===== src/hw/rtl/rme_pkg.sv =====
// Package for the register machine execute block: opcodes, status codes, widths.
// No dependencies.
`timescale 1ns / 1ps
package rme_pkg;
    localparam int REG_COUNT_DEF   = 26;
    localparam int STACK_DEPTH_DEF = 16;
    localparam int PROG_DEPTH_DEF  = 1024;
    localparam int PCW             = 11;
    localparam int DW              = 32;

    typedef enum logic [4:0] {
        OP_MOV = 5'd0, OP_INC = 5'd1, OP_DEC = 5'd2, OP_ADD = 5'd3, OP_SUB = 5'd4,
        OP_MUL = 5'd5, OP_DIV = 5'd6, OP_CMP = 5'd7, OP_JMP = 5'd8, OP_JNE = 5'd9,
        OP_JE = 5'd10, OP_JG = 5'd11, OP_JGE = 5'd12, OP_JL = 5'd13, OP_JLE = 5'd14,
        OP_CALL = 5'd15, OP_RET = 5'd16, OP_END = 5'd17
    } t_op;

    localparam logic [2:0] ST_RUN    = 3'd0;
    localparam logic [2:0] ST_END    = 3'd1;
    localparam logic [2:0] ST_BADRET = 3'd2;
    localparam logic [2:0] ST_NOLBL  = 3'd3;
    localparam logic [2:0] ST_STACK  = 3'd4;
    localparam logic [2:0] ST_FELL   = 3'd5;
    localparam logic [2:0] ST_DIV0   = 3'd6;

    localparam logic [1:0] RA_PROG_LEN = 2'd0;

    // Controller to datapath commands
    typedef struct packed {
        logic load;      // capture the request operands
        logic div_start; // launch the divider
        logic commit;    // retire the instruction, update state
    } t_cmd;

    // Datapath to controller status
    typedef struct packed {
        logic need_div; // captured request is a divide with a nonzero divisor
        logic div_done;
    } t_sts;
endpackage


===== src/hw/rtl/rme_ram.sv =====
// Generic simple dual-port RAM (one write port, one read port) with registered read.
// No dependencies.
`timescale 1ns / 1ps
module rme_ram #(
    parameter int WIDTH = 11,
    parameter int DEPTH = 16
) (
    input  logic                     i_clk,
    input  logic                     i_we,
    input  logic [$clog2(DEPTH)-1:0] i_waddr,
    input  logic [WIDTH-1:0]         i_wdata,
    input  logic [$clog2(DEPTH)-1:0] i_raddr,
    output logic [WIDTH-1:0]         o_rdata
);
    logic [WIDTH-1:0] r_mem [DEPTH];
    logic [WIDTH-1:0] r_rdata;

    // Write and registered read
    always_ff @(posedge i_clk) begin
        if (i_we) begin
            r_mem[i_waddr] <= i_wdata;
        end
        r_rdata <= r_mem[i_raddr];
    end
    assign o_rdata = r_rdata;
endmodule


===== src/hw/rtl/rme_div.sv =====
// Iterative 32-bit signed divider, truncating toward zero, one bit per cycle.
// Depends on rme_pkg.
`timescale 1ns / 1ps
module rme_div (
    input  logic                 i_clk,
    input  logic                 i_rst_n,
    input  logic                 i_start,
    input  logic [rme_pkg::DW-1:0] i_a,
    input  logic [rme_pkg::DW-1:0] i_b,
    output logic                 o_done,
    output logic [rme_pkg::DW-1:0] o_q
);
    import rme_pkg::*;
    logic [DW-1:0] r_q, n_q, r_rem, n_rem, r_div, n_div;
    logic [5:0]    r_cnt, n_cnt;
    logic          r_busy, n_busy, r_neg, n_neg, r_done, n_done;
    logic [DW+1:0] w_trial;
    logic [DW:0]   w_shift;

    always_comb begin
        n_q = r_q; n_rem = r_rem; n_div = r_div; n_cnt = r_cnt;
        n_busy = r_busy; n_neg = r_neg; n_done = 1'b0;
        // Keep the full remainder: it can reach 33 bits after the shift
        w_shift = {r_rem, r_q[DW-1]};
        w_trial = {1'b0, w_shift} - {2'b00, r_div};
        if (i_start) begin
            // Take magnitudes and remember the sign
            n_q    = i_a[DW-1] ? (~i_a + 1'b1) : i_a;
            n_div  = i_b[DW-1] ? (~i_b + 1'b1) : i_b;
            n_rem  = '0;
            n_neg  = i_a[DW-1] ^ i_b[DW-1];
            n_cnt  = 6'(DW);
            n_busy = 1'b1;
        end else if (r_busy) begin
            // Restoring step
            n_q = {r_q[DW-2:0], ~w_trial[DW+1]};
            n_rem = w_trial[DW+1] ? w_shift[DW-1:0] : w_trial[DW-1:0];
            n_cnt = r_cnt - 6'd1;
            if (r_cnt == 6'd1) begin
                n_busy = 1'b0;
                n_done = 1'b1;
                if (r_neg) n_q = ~{r_q[DW-2:0], ~w_trial[DW+1]} + 1'b1;
            end
        end
    end

    always_ff @(posedge i_clk) begin
        if (!i_rst_n) begin
            r_busy <= 1'b0;
            r_done <= 1'b0;
        end else begin
            r_busy <= n_busy;
            r_done <= n_done;
        end
        r_q <= n_q; r_rem <= n_rem; r_div <= n_div; r_cnt <= n_cnt; r_neg <= n_neg;
    end
    assign o_done = r_done;
    assign o_q    = r_q;
endmodule


===== src/hw/rtl/rme_ctrl.sv =====
// Controller state machine: sequences capture, divide and commit of one request.
// Depends on rme_pkg.
`timescale 1ns / 1ps
module rme_ctrl (
    input  logic          i_clk,
    input  logic          i_rst_n,
    input  logic          i_in_valid,
    output logic          o_in_ready,
    output logic          o_out_valid,
    input  logic          i_out_ready,
    input  rme_pkg::t_sts i_sts,
    output rme_pkg::t_cmd o_cmd
);
    import rme_pkg::*;
    typedef enum logic [1:0] {S_IDLE, S_DEC, S_DIV, S_COMMIT} t_state;
    t_state r_state, n_state;
    logic   r_out_valid, n_out_valid;
    logic   w_out_free;

    // Output register frees when empty or taken this cycle
    assign w_out_free = !r_out_valid || i_out_ready;

    always_comb begin
        n_state = r_state;
        n_out_valid = r_out_valid && !i_out_ready;
        o_cmd = '0;
        case (r_state)
            S_IDLE: if (i_in_valid) begin
                o_cmd.load = 1'b1;
                n_state = S_DEC;
            end
            S_DEC: begin
                if (i_sts.need_div) begin
                    o_cmd.div_start = 1'b1;
                    n_state = S_DIV;
                end else begin
                    n_state = S_COMMIT;
                end
            end
            S_DIV: if (i_sts.div_done) n_state = S_COMMIT;
            S_COMMIT: if (w_out_free) begin
                o_cmd.commit = 1'b1;
                n_out_valid = 1'b1;
                n_state = S_IDLE;
            end
            default: n_state = S_IDLE;
        endcase
    end

    always_ff @(posedge i_clk) begin
        if (!i_rst_n) begin
            r_state <= S_IDLE;
            r_out_valid <= 1'b0;
        end else begin
            r_state <= n_state;
            r_out_valid <= n_out_valid;
        end
    end
    assign o_in_ready  = (r_state == S_IDLE);
    assign o_out_valid = r_out_valid;
endmodule


===== src/hw/rtl/rme_dp.sv =====
// Datapath: register file, flags, return stack, pc, status and result register.
// Depends on rme_pkg, rme_div, rme_ram.
`timescale 1ns / 1ps
module rme_dp #(
    parameter int REG_COUNT   = rme_pkg::REG_COUNT_DEF,
    parameter int STACK_DEPTH = rme_pkg::STACK_DEPTH_DEF,
    parameter int PROG_DEPTH  = rme_pkg::PROG_DEPTH_DEF
) (
    input  logic               i_clk,
    input  logic               i_rst_n,
    input  rme_pkg::t_cmd      i_cmd,
    output rme_pkg::t_sts      o_sts,
    input  logic [10:0]        i_prog_len,
    input  logic [91:0]        i_req,
    output logic [47:0]        o_res
);
    import rme_pkg::*;
    localparam int SAW = (STACK_DEPTH > 1) ? $clog2(STACK_DEPTH) : 1;
    localparam int SDW = $clog2(STACK_DEPTH + 1);
    localparam int RIW = (REG_COUNT > 1) ? $clog2(REG_COUNT) : 1;

    logic [DW-1:0]  r_rf [REG_COUNT];
    logic           r_zf, r_nf;
    logic [SDW-1:0] r_sd;
    logic [PCW-1:0] r_pc;
    logic [2:0]     r_st;
    logic [91:0]    r_req;
    logic [DW-1:0]  r_a, r_b;
    logic [47:0]    r_res;

    // Request fields
    logic [4:0]  w_op, w_d, w_s;
    logic        w_fimm, w_simm, w_found;
    logic [31:0] w_fv, w_sv;
    logic [9:0]  w_tgt;
    assign w_op    = r_req[4:0];
    assign w_d     = r_req[9:5];
    assign w_fimm  = r_req[10];
    assign w_fv    = r_req[42:11];
    assign w_simm  = r_req[43];
    assign w_s     = r_req[48:44];
    assign w_sv    = r_req[80:49];
    assign w_tgt   = r_req[90:81];
    assign w_found = r_req[91];

    // Operand fetch from the incoming request
    logic [4:0] w_in_d, w_in_s;
    assign w_in_d = i_req[9:5];
    assign w_in_s = i_req[48:44];
    logic [DW-1:0] w_ra, w_rb;
    always_comb begin
        w_ra = (32'(w_in_d) < 32'(REG_COUNT)) ? r_rf[w_in_d[RIW-1:0]] : '0;
        w_rb = i_req[43] ? i_req[80:49]
             : ((32'(w_in_s) < 32'(REG_COUNT)) ? r_rf[w_in_s[RIW-1:0]] : '0);
    end

    // Divider
    logic          w_div_done;
    logic [DW-1:0] w_quot;
    rme_div u_div (
        .i_clk(i_clk), .i_rst_n(i_rst_n), .i_start(i_cmd.div_start),
        .i_a(r_a), .i_b(r_b), .o_done(w_div_done), .o_q(w_quot)
    );
    assign o_sts.need_div = (w_op == OP_DIV) && (r_b != '0);
    assign o_sts.div_done = w_div_done;

    // Product registered at decode
    logic [DW-1:0] r_prod;

    // Return stack, read address prepared as depth minus one
    logic [PCW-1:0] w_ret_pc;
    logic           w_push;
    logic [SAW-1:0] w_top;
    logic [PCW-1:0] w_next_seq;
    assign w_top = (r_sd == '0) ? '0 : SAW'(r_sd - 1'b1);
    rme_ram #(.WIDTH(PCW), .DEPTH(STACK_DEPTH)) u_stack (
        .i_clk(i_clk), .i_we(w_push), .i_waddr(SAW'(r_sd)), .i_wdata(w_next_seq),
        .i_raddr(w_top), .o_rdata(w_ret_pc)
    );

    // Execute
    logic [PCW-1:0] w_len, w_next;
    logic [2:0]     w_st;
    logic [DW-1:0]  w_v, w_diff, w_x;
    logic           w_wr, w_jump, w_zf, w_nf, w_wen;
    logic [SDW-1:0] w_sd;
    always_comb begin
        w_len = (32'(i_prog_len) > 32'(PROG_DEPTH)) ? PCW'(PROG_DEPTH) : i_prog_len;
        w_st = r_st; w_next = r_pc; w_v = '0; w_wr = 1'b0; w_jump = 1'b0;
        w_zf = r_zf; w_nf = r_nf; w_sd = r_sd; w_push = 1'b0; w_wen = 1'b0;
        w_next_seq = r_pc + 1'b1;
        w_x = w_fimm ? w_fv : r_a;
        w_diff = w_x - r_b;
        if (w_st == ST_RUN && r_pc >= w_len) w_st = ST_FELL;
        if (w_st == ST_RUN) begin
            w_next = w_next_seq;
            case (w_op)
                OP_MOV: begin w_v = r_b; w_wr = 1'b1; end
                OP_INC: begin w_v = r_a + 1'b1; w_wr = 1'b1; end
                OP_DEC: begin w_v = r_a - 1'b1; w_wr = 1'b1; end
                OP_ADD: begin w_v = r_a + r_b; w_wr = 1'b1; end
                OP_SUB: begin w_v = r_a - r_b; w_wr = 1'b1; end
                OP_MUL: begin w_v = r_prod; w_wr = 1'b1; end
                OP_DIV: begin
                    if (r_b == '0) w_st = ST_DIV0;
                    else begin w_v = w_quot; w_wr = 1'b1; end
                end
                OP_CMP: begin w_zf = (w_diff == '0); w_nf = w_diff[DW-1]; end
                OP_JMP: w_jump = 1'b1;
                OP_JNE: w_jump = !r_zf;
                OP_JE:  w_jump = r_zf;
                OP_JG:  w_jump = !r_nf && !r_zf;
                OP_JGE: w_jump = !r_nf || r_zf;
                OP_JL:  w_jump = r_nf;
                OP_JLE: w_jump = r_nf || r_zf;
                OP_CALL: begin
                    if (32'(r_sd) >= 32'(STACK_DEPTH)) w_st = ST_STACK;
                    else if (!w_found) w_st = ST_NOLBL;
                    else begin
                        w_push = i_cmd.commit;
                        w_sd = r_sd + 1'b1;
                        w_next = PCW'(w_tgt);
                    end
                end
                OP_RET: begin
                    if (r_sd == '0) w_st = ST_BADRET;
                    else begin
                        w_sd = r_sd - 1'b1;
                        w_next = w_ret_pc;
                    end
                end
                default: w_st = ST_END;
            endcase
            if (w_jump) begin
                if (!w_found) w_st = ST_NOLBL;
                else w_next = PCW'(w_tgt);
            end
            w_wen = w_wr && (32'(w_d) < 32'(REG_COUNT));
            if (!w_wen) w_v = '0;
            if (w_st != ST_RUN) w_next = r_pc;
            else if (w_next >= w_len) w_st = ST_FELL;
        end
    end

    // State update
    always_ff @(posedge i_clk) begin
        if (!i_rst_n) begin
            for (int i = 0; i < REG_COUNT; i++) r_rf[i] <= '0;
            r_zf <= 1'b0; r_nf <= 1'b0; r_sd <= '0; r_pc <= '0; r_st <= ST_RUN;
        end else if (i_cmd.commit) begin
            if (w_wen) r_rf[w_d[RIW-1:0]] <= w_v;
            r_zf <= w_zf; r_nf <= w_nf; r_sd <= w_sd; r_pc <= w_next; r_st <= w_st;
        end
    end

    // Operand and result registers
    always_ff @(posedge i_clk) begin
        if (i_cmd.load) begin
            r_req <= i_req;
            r_a <= w_ra;
            r_b <= w_rb;
        end
        r_prod <= r_a * r_b;
        if (i_cmd.commit) r_res <= {w_nf, w_zf, w_v, w_st, w_next};
    end
    // Result: next_pc, run_status, written_value, zero_flag, negative_flag
    assign o_res = r_res;
endmodule


===== src/hw/rtl/register_machine_execute_top.sv =====
// Top level of the register machine execute block.
// Depends on rme_pkg, rme_ctrl, rme_dp.
//
// channel   dir  handshake              payload
// s_axis    in   tvalid/tready          tdata: request fields
// m_axis    out  tvalid/tready          tdata: next_pc, run_status, written_value, flags
// apb       in   psel/penable/pwrite    prog_length at address 0
//
// A plain instruction passes from idle through decode and commit, its result
// registered at commit; a divide also waits in the divide state, where the divider
// makes one quotient bit per cycle. Instructions run one at a time since each reads the
// state the previous one leaves. Synchronous reset clears registers, flags, pc,
// status and stack depth. A stalled output holds the controller in its commit state.
`timescale 1ns / 1ps
module register_machine_execute_top #(
    parameter int REG_COUNT   = rme_pkg::REG_COUNT_DEF,
    parameter int STACK_DEPTH = rme_pkg::STACK_DEPTH_DEF,
    parameter int PROG_DEPTH  = rme_pkg::PROG_DEPTH_DEF
) (
    input  logic        i_clk,
    input  logic        i_rst_n,
    input  logic        s_axis_tvalid,
    output logic        s_axis_tready,
    // req_type, dest_reg, first_is_imm, first_imm, second_is_imm, src_reg,
    // immediate, target_index, target_found; zero fill to 96 bits
    input  logic [95:0] s_axis_tdata,
    output logic        m_axis_tvalid,
    input  logic        m_axis_tready,
    // next_pc, run_status, written_value, zero_flag, negative_flag; exactly 48 bits, no fill
    output logic [47:0] m_axis_tdata,
    input  logic        psel,
    input  logic        penable,
    input  logic        pwrite,
    input  logic [2:0]  paddr,
    input  logic [31:0] pwdata,
    output logic [31:0] prdata,
    output logic        pready
);
    import rme_pkg::*;
    t_cmd        w_cmd;
    t_sts        w_sts;
    logic [10:0] r_prog_len;
    logic [47:0] w_res;
    logic [91:0] w_req;

    // Configuration register
    assign pready = 1'b1;
    always_ff @(posedge i_clk) begin
        if (!i_rst_n) r_prog_len <= '0;
        else if (psel && penable && pwrite && paddr[2:2] == RA_PROG_LEN[0:0])
            r_prog_len <= pwdata[10:0];
    end
    assign prdata = (paddr[2:2] == RA_PROG_LEN[0:0]) ? {21'd0, r_prog_len} : '0;

    // Request fields without the zero fill
    assign w_req = s_axis_tdata[91:0];

    rme_ctrl u_ctrl (
        .i_clk(i_clk), .i_rst_n(i_rst_n), .i_in_valid(s_axis_tvalid),
        .o_in_ready(s_axis_tready), .o_out_valid(m_axis_tvalid),
        .i_out_ready(m_axis_tready), .i_sts(w_sts), .o_cmd(w_cmd)
    );

    rme_dp #(.REG_COUNT(REG_COUNT), .STACK_DEPTH(STACK_DEPTH), .PROG_DEPTH(PROG_DEPTH)) u_dp (
        .i_clk(i_clk), .i_rst_n(i_rst_n), .i_cmd(w_cmd), .o_sts(w_sts),
        .i_prog_len(r_prog_len), .i_req(w_req), .o_res(w_res)
    );

    // Result register already holds the packed fields
    assign m_axis_tdata = w_res;
endmodule


===== config.mk =====
export PLATFORM = sky130hd
export DESIGN_NAME = register_machine_execute_top
export DESIGN_NICKNAME = d
export VERILOG_FILES = /design/src/hw/rtl/rme_pkg.sv /design/src/hw/rtl/rme_ram.sv /design/src/hw/rtl/rme_div.sv /design/src/hw/rtl/rme_ctrl.sv /design/src/hw/rtl/rme_dp.sv /design/src/hw/rtl/register_machine_execute_top.sv
export SDC_FILE = /design/constraint.sdc
export NUM_CORES = 2
export LEC_CHECK = 0
export ABC_AREA = 1
export BUFFER_PORTS_ARGS = -buffer_cell sky130_fd_sc_hd__buf_2
export CELL_PAD_IN_SITES_DETAIL_PLACEMENT = 1
export CELL_PAD_IN_SITES_GLOBAL_PLACEMENT = 1
export CORE_ASPECT_RATIO = 0.5
export CORE_MARGIN = 3
export CORE_UTILIZATION = 45
export CTS_CLUSTER_DIAMETER = 50
export DETAILED_ROUTE_END_ITERATION = 8
export GPL_ROUTABILITY_DRIVEN = 0
export HOLD_SLACK_MARGIN = 0.1
export PLACE_DENSITY_LB_ADDON = 0.1
export SLEW_MARGIN = 20
export SYNTH_ARGS = -nofsm -noshare
export SYNTH_HDL_FRONTEND = slang
export SYNTH_SLANG_ARGS = --single-unit

===== constraint.sdc =====
create_clock -name i_clk -period 6.9 [get_ports i_clk]
set_input_delay 1.38 -clock i_clk [delete_from_list [all_inputs] [get_ports i_clk]]
set_output_delay 1.38 -clock i_clk [all_outputs]
set_load 0.02 [all_outputs]

==> impl_metrics.ini <==
[timing]
hold_violations = 0
fin_worst_skew_ps = 94.3
timing.final.crit_share_pct = 97.7
period_needed_ps = 6740
fin_hold_ws_ps = 473
relSlewSlack_pct = 13.4
worst_pin_slew_ps = 1290
fmax_mhz = 148
final-max-slew-violation-count = 0
finalSetupViolations = 0
fin_ws_ps = 155

[yosys]
synth_edf_count = 1431
synth_common_cells = 2,000 x nand2_1, 1,875 x nor2_1, 1,431 x edfxtp_1
syn-cell-area_sq_um = 98600
syn_avg_cell_area_sq_um = 8.57
synth_area_leaders = edfxtp_1 44%, fa_1 8.3%, nand2_1 7.6%
yosys.area.top_type = edfxtp_1
synth_top_area_share_pct = 43.6
yosysMostFrequentCell = nand2_1
synth_cell_types = 60
ys_seq_elements = 1549
synthFlopType = edfxtp_1
async_flop_share_pct = 0
synth_seq_area_share_pct = 46.0
syn_inst = 11500
ys.warnings.count = 0

[place]
io_buffers = 171
hpwl_microns = 276000
dp.cells = 14300
dp_slack_ps = -51.1

[routing]
drt_first_iter_violations = 10200
ant_nets = 0
drc = 0
vias = 88100
avgRoutedWirePerCell_microns = 27.8
finalWirelength_microns = 406000
via_per_inst = 6.02
first_pass_iters = 6

[flow_run]
max_cap_viol_count = 0

[final_layout]
area_delta_synth_final_pct = 11.6
nNetsFinal = 12500
drive_above_1_share_pct = 8.03
final_cells = 14600
fillers = 25400

[floorplan]
pin_count = 221
fp.coreArea_sq_um = 216000
fp.dieW_microns = 668
dieArea_sq_um = 225000
die_h_microns = 337
initial_core_util_pct = 45.6
num_rows = 120

[global_routing]
grt_pass1_vias = 88800
grt_overflow = 0
grt_start_max_net_pins = 158
grt_usage_pct = 35.4
grt_pass1_wl_microns = 587000
antenna_found_initial = 27

[clock_network]
hold_buffers = 0
cts_sinks = 1549
path_clk_slew_ps = 60
clock_path_buffers = 4
cts_tree = done
clock_latency_ps = 880
ctsHtreeMaxLevel = 4
cts_buffers = 167
root_buffer = clkbuf_16

[outcome]
outcome = finished clean

[setup_path]
worstPathCellList = buf_6, nand2_1, inv_1, fa_1, fa_1, fa_1, inv_1, fa_1, inv_1, fa_1, fa_1, fa_1, inv_1, fa_1, inv_1, ha_4, nand2_4, nor4_4, nand4_1, nand3_2, nand2_1, o211ai_1, a21oi_1, xor2_1
cpPeakStageDelay_ps = 580
critical_path.most_common_cell = fa_1
worstSetupPathType = register to register
cp.buffers_inverters = 6
crit_family = adder cells
slowest_stage = fa_1
critPathLaunchType = register
endpoint_kind = register
cp_data_arrival_time_ps = 7430
required_ps = 7580
crit_fanout = 5

[hold_path]
hold_path_class = register to register
[final cells by class]
| cell class | instances | area [sq um] | area share, % |
|---|---|---|---|
| antenna | 4 | 10.0 | 0.00910 |
| clock buffer | 208 | 4510 | 4.10 |
| clock inverter | 75 | 684 | 0.622 |
| inverter | 1410 | 5320 | 4.83 |
| multi-input combinational | 7958 | 45900 | 41.7 |
| sequential | 1549 | 45300 | 41.2 |
| tap | 2867 | 3590 | 3.26 |
| timing repair buffer | 575 | 4680 | 4.25 |
[tightest hold or removal path, cell delays in order (launching register included)]
cell and delay (ps):
dfxtp_1 330, a21oi_1 70, inv_1 40
[state kept, by name (all words and copies together), names as in the netlist, 2 cells and up]
register and flops:
u_dp.r_a 32, u_dp.r_pc 11, u_dp.u_div.r_rem 32, u_dp.r_sd 5, u_dp.r_b 32, u_dp.o_res 48, r_prog_len 11, u_dp.u_div.r_div 32
u_ctrl.r_state 2, u_dp.u_stack.r_mem 176, u_dp.u_div.o_q 32, u_dp.r_st 3, u_dp.u_stack.o_rdata 11, u_dp.r_req 54, u_dp.u_div.r_cnt 6, u_dp.r_prod 32
u_dp.r_rf 1024
[worst paths after layout]
kind | startpoint | to | slack (ps) | cells past startpoint
hold reg to reg | u_dp.u_div.r_cnt[1]$_SDFFE_PP0P_ | u_dp.u_div.r_cnt[1]$_SDFFE_PP0P_ | 470 | 2
hold / removal | u_dp.u_div.r_cnt[1]$_SDFFE_PP0P_ | u_dp.u_div.r_cnt[1]$_SDFFE_PP0P_ | 470 | 2
setup reg to reg | u_dp.r_a[16]$_SDFFCE_PP0P_ | u_dp.r_prod[30]$_DFF_P_ | 160 | 24
setup / recovery | u_dp.r_a[16]$_SDFFCE_PP0P_ | u_dp.r_prod[30]$_DFF_P_ | 160 | 24
[cell usage in the layout, fill, tap and decap left out, drive strengths merged, types with 33 or more instances in the layout]
cell	count
a21oi	507
a221o	33
a221oi	38
a32o	43
buf	574
clkbuf	209
clkinv	61
conb	214
dfxtp	118
edfxtp	1431
fa	411
ha	254
inv	1411
nand2	2002
nand3	292
nand4	60
nor2	1877
nor3	119
o211ai	106
o21ai	1317
o221ai	96
o22ai	177
xnor2	55
xor2	125
[layer usage]
layer	wire length, microns	track usage (%)	vias up
li1	-	-	38300
met1	166000	48.0	44700
met2	180000	55.5	4115
met3	39600	6.89	1009
met4	20700	15.6	20
met5	132	0	-
[what timing repair did]
action                     CTS  global route
setup endpoints to repair    1            10
cloned                       0             1
resized for setup            1            43
pin swaps                    0            26
setup buffers                1            32
[cells by family (layout without fill, tap and decap cells)]
kind of cell	after synthesis	count (layout)	share of synthesized area, %
buffers and inverters	2203	2268	8.60
and+or+nand+nor	4411	4411	17.7
muxes	7	7	0.0787
xor gates and xnor gates	180	180	1.60
other	2	218	0.00762
adders and majority gates	665	665	11.6
DFF	1549	1549	46.0
AOI/OAI and AO/OA	2481	2481	14.5
[stage by stage]
step | setup TNS, ps | util, % | cell area [sq um]
after detailed placement | -51.1 | 48.3 | 104000
after CTS | 0 | 50.7 | 109000
after floorplan | 0 | - | 99300
after global placement | 0 | 48.3 | 104000
after global routing | -354 | 50.9 | 110000
final | 0 | 51.0 | 110000
Power is not shown: default switching activity piles up to over one toggle a cycle in this logic, so the estimate is an artifact.
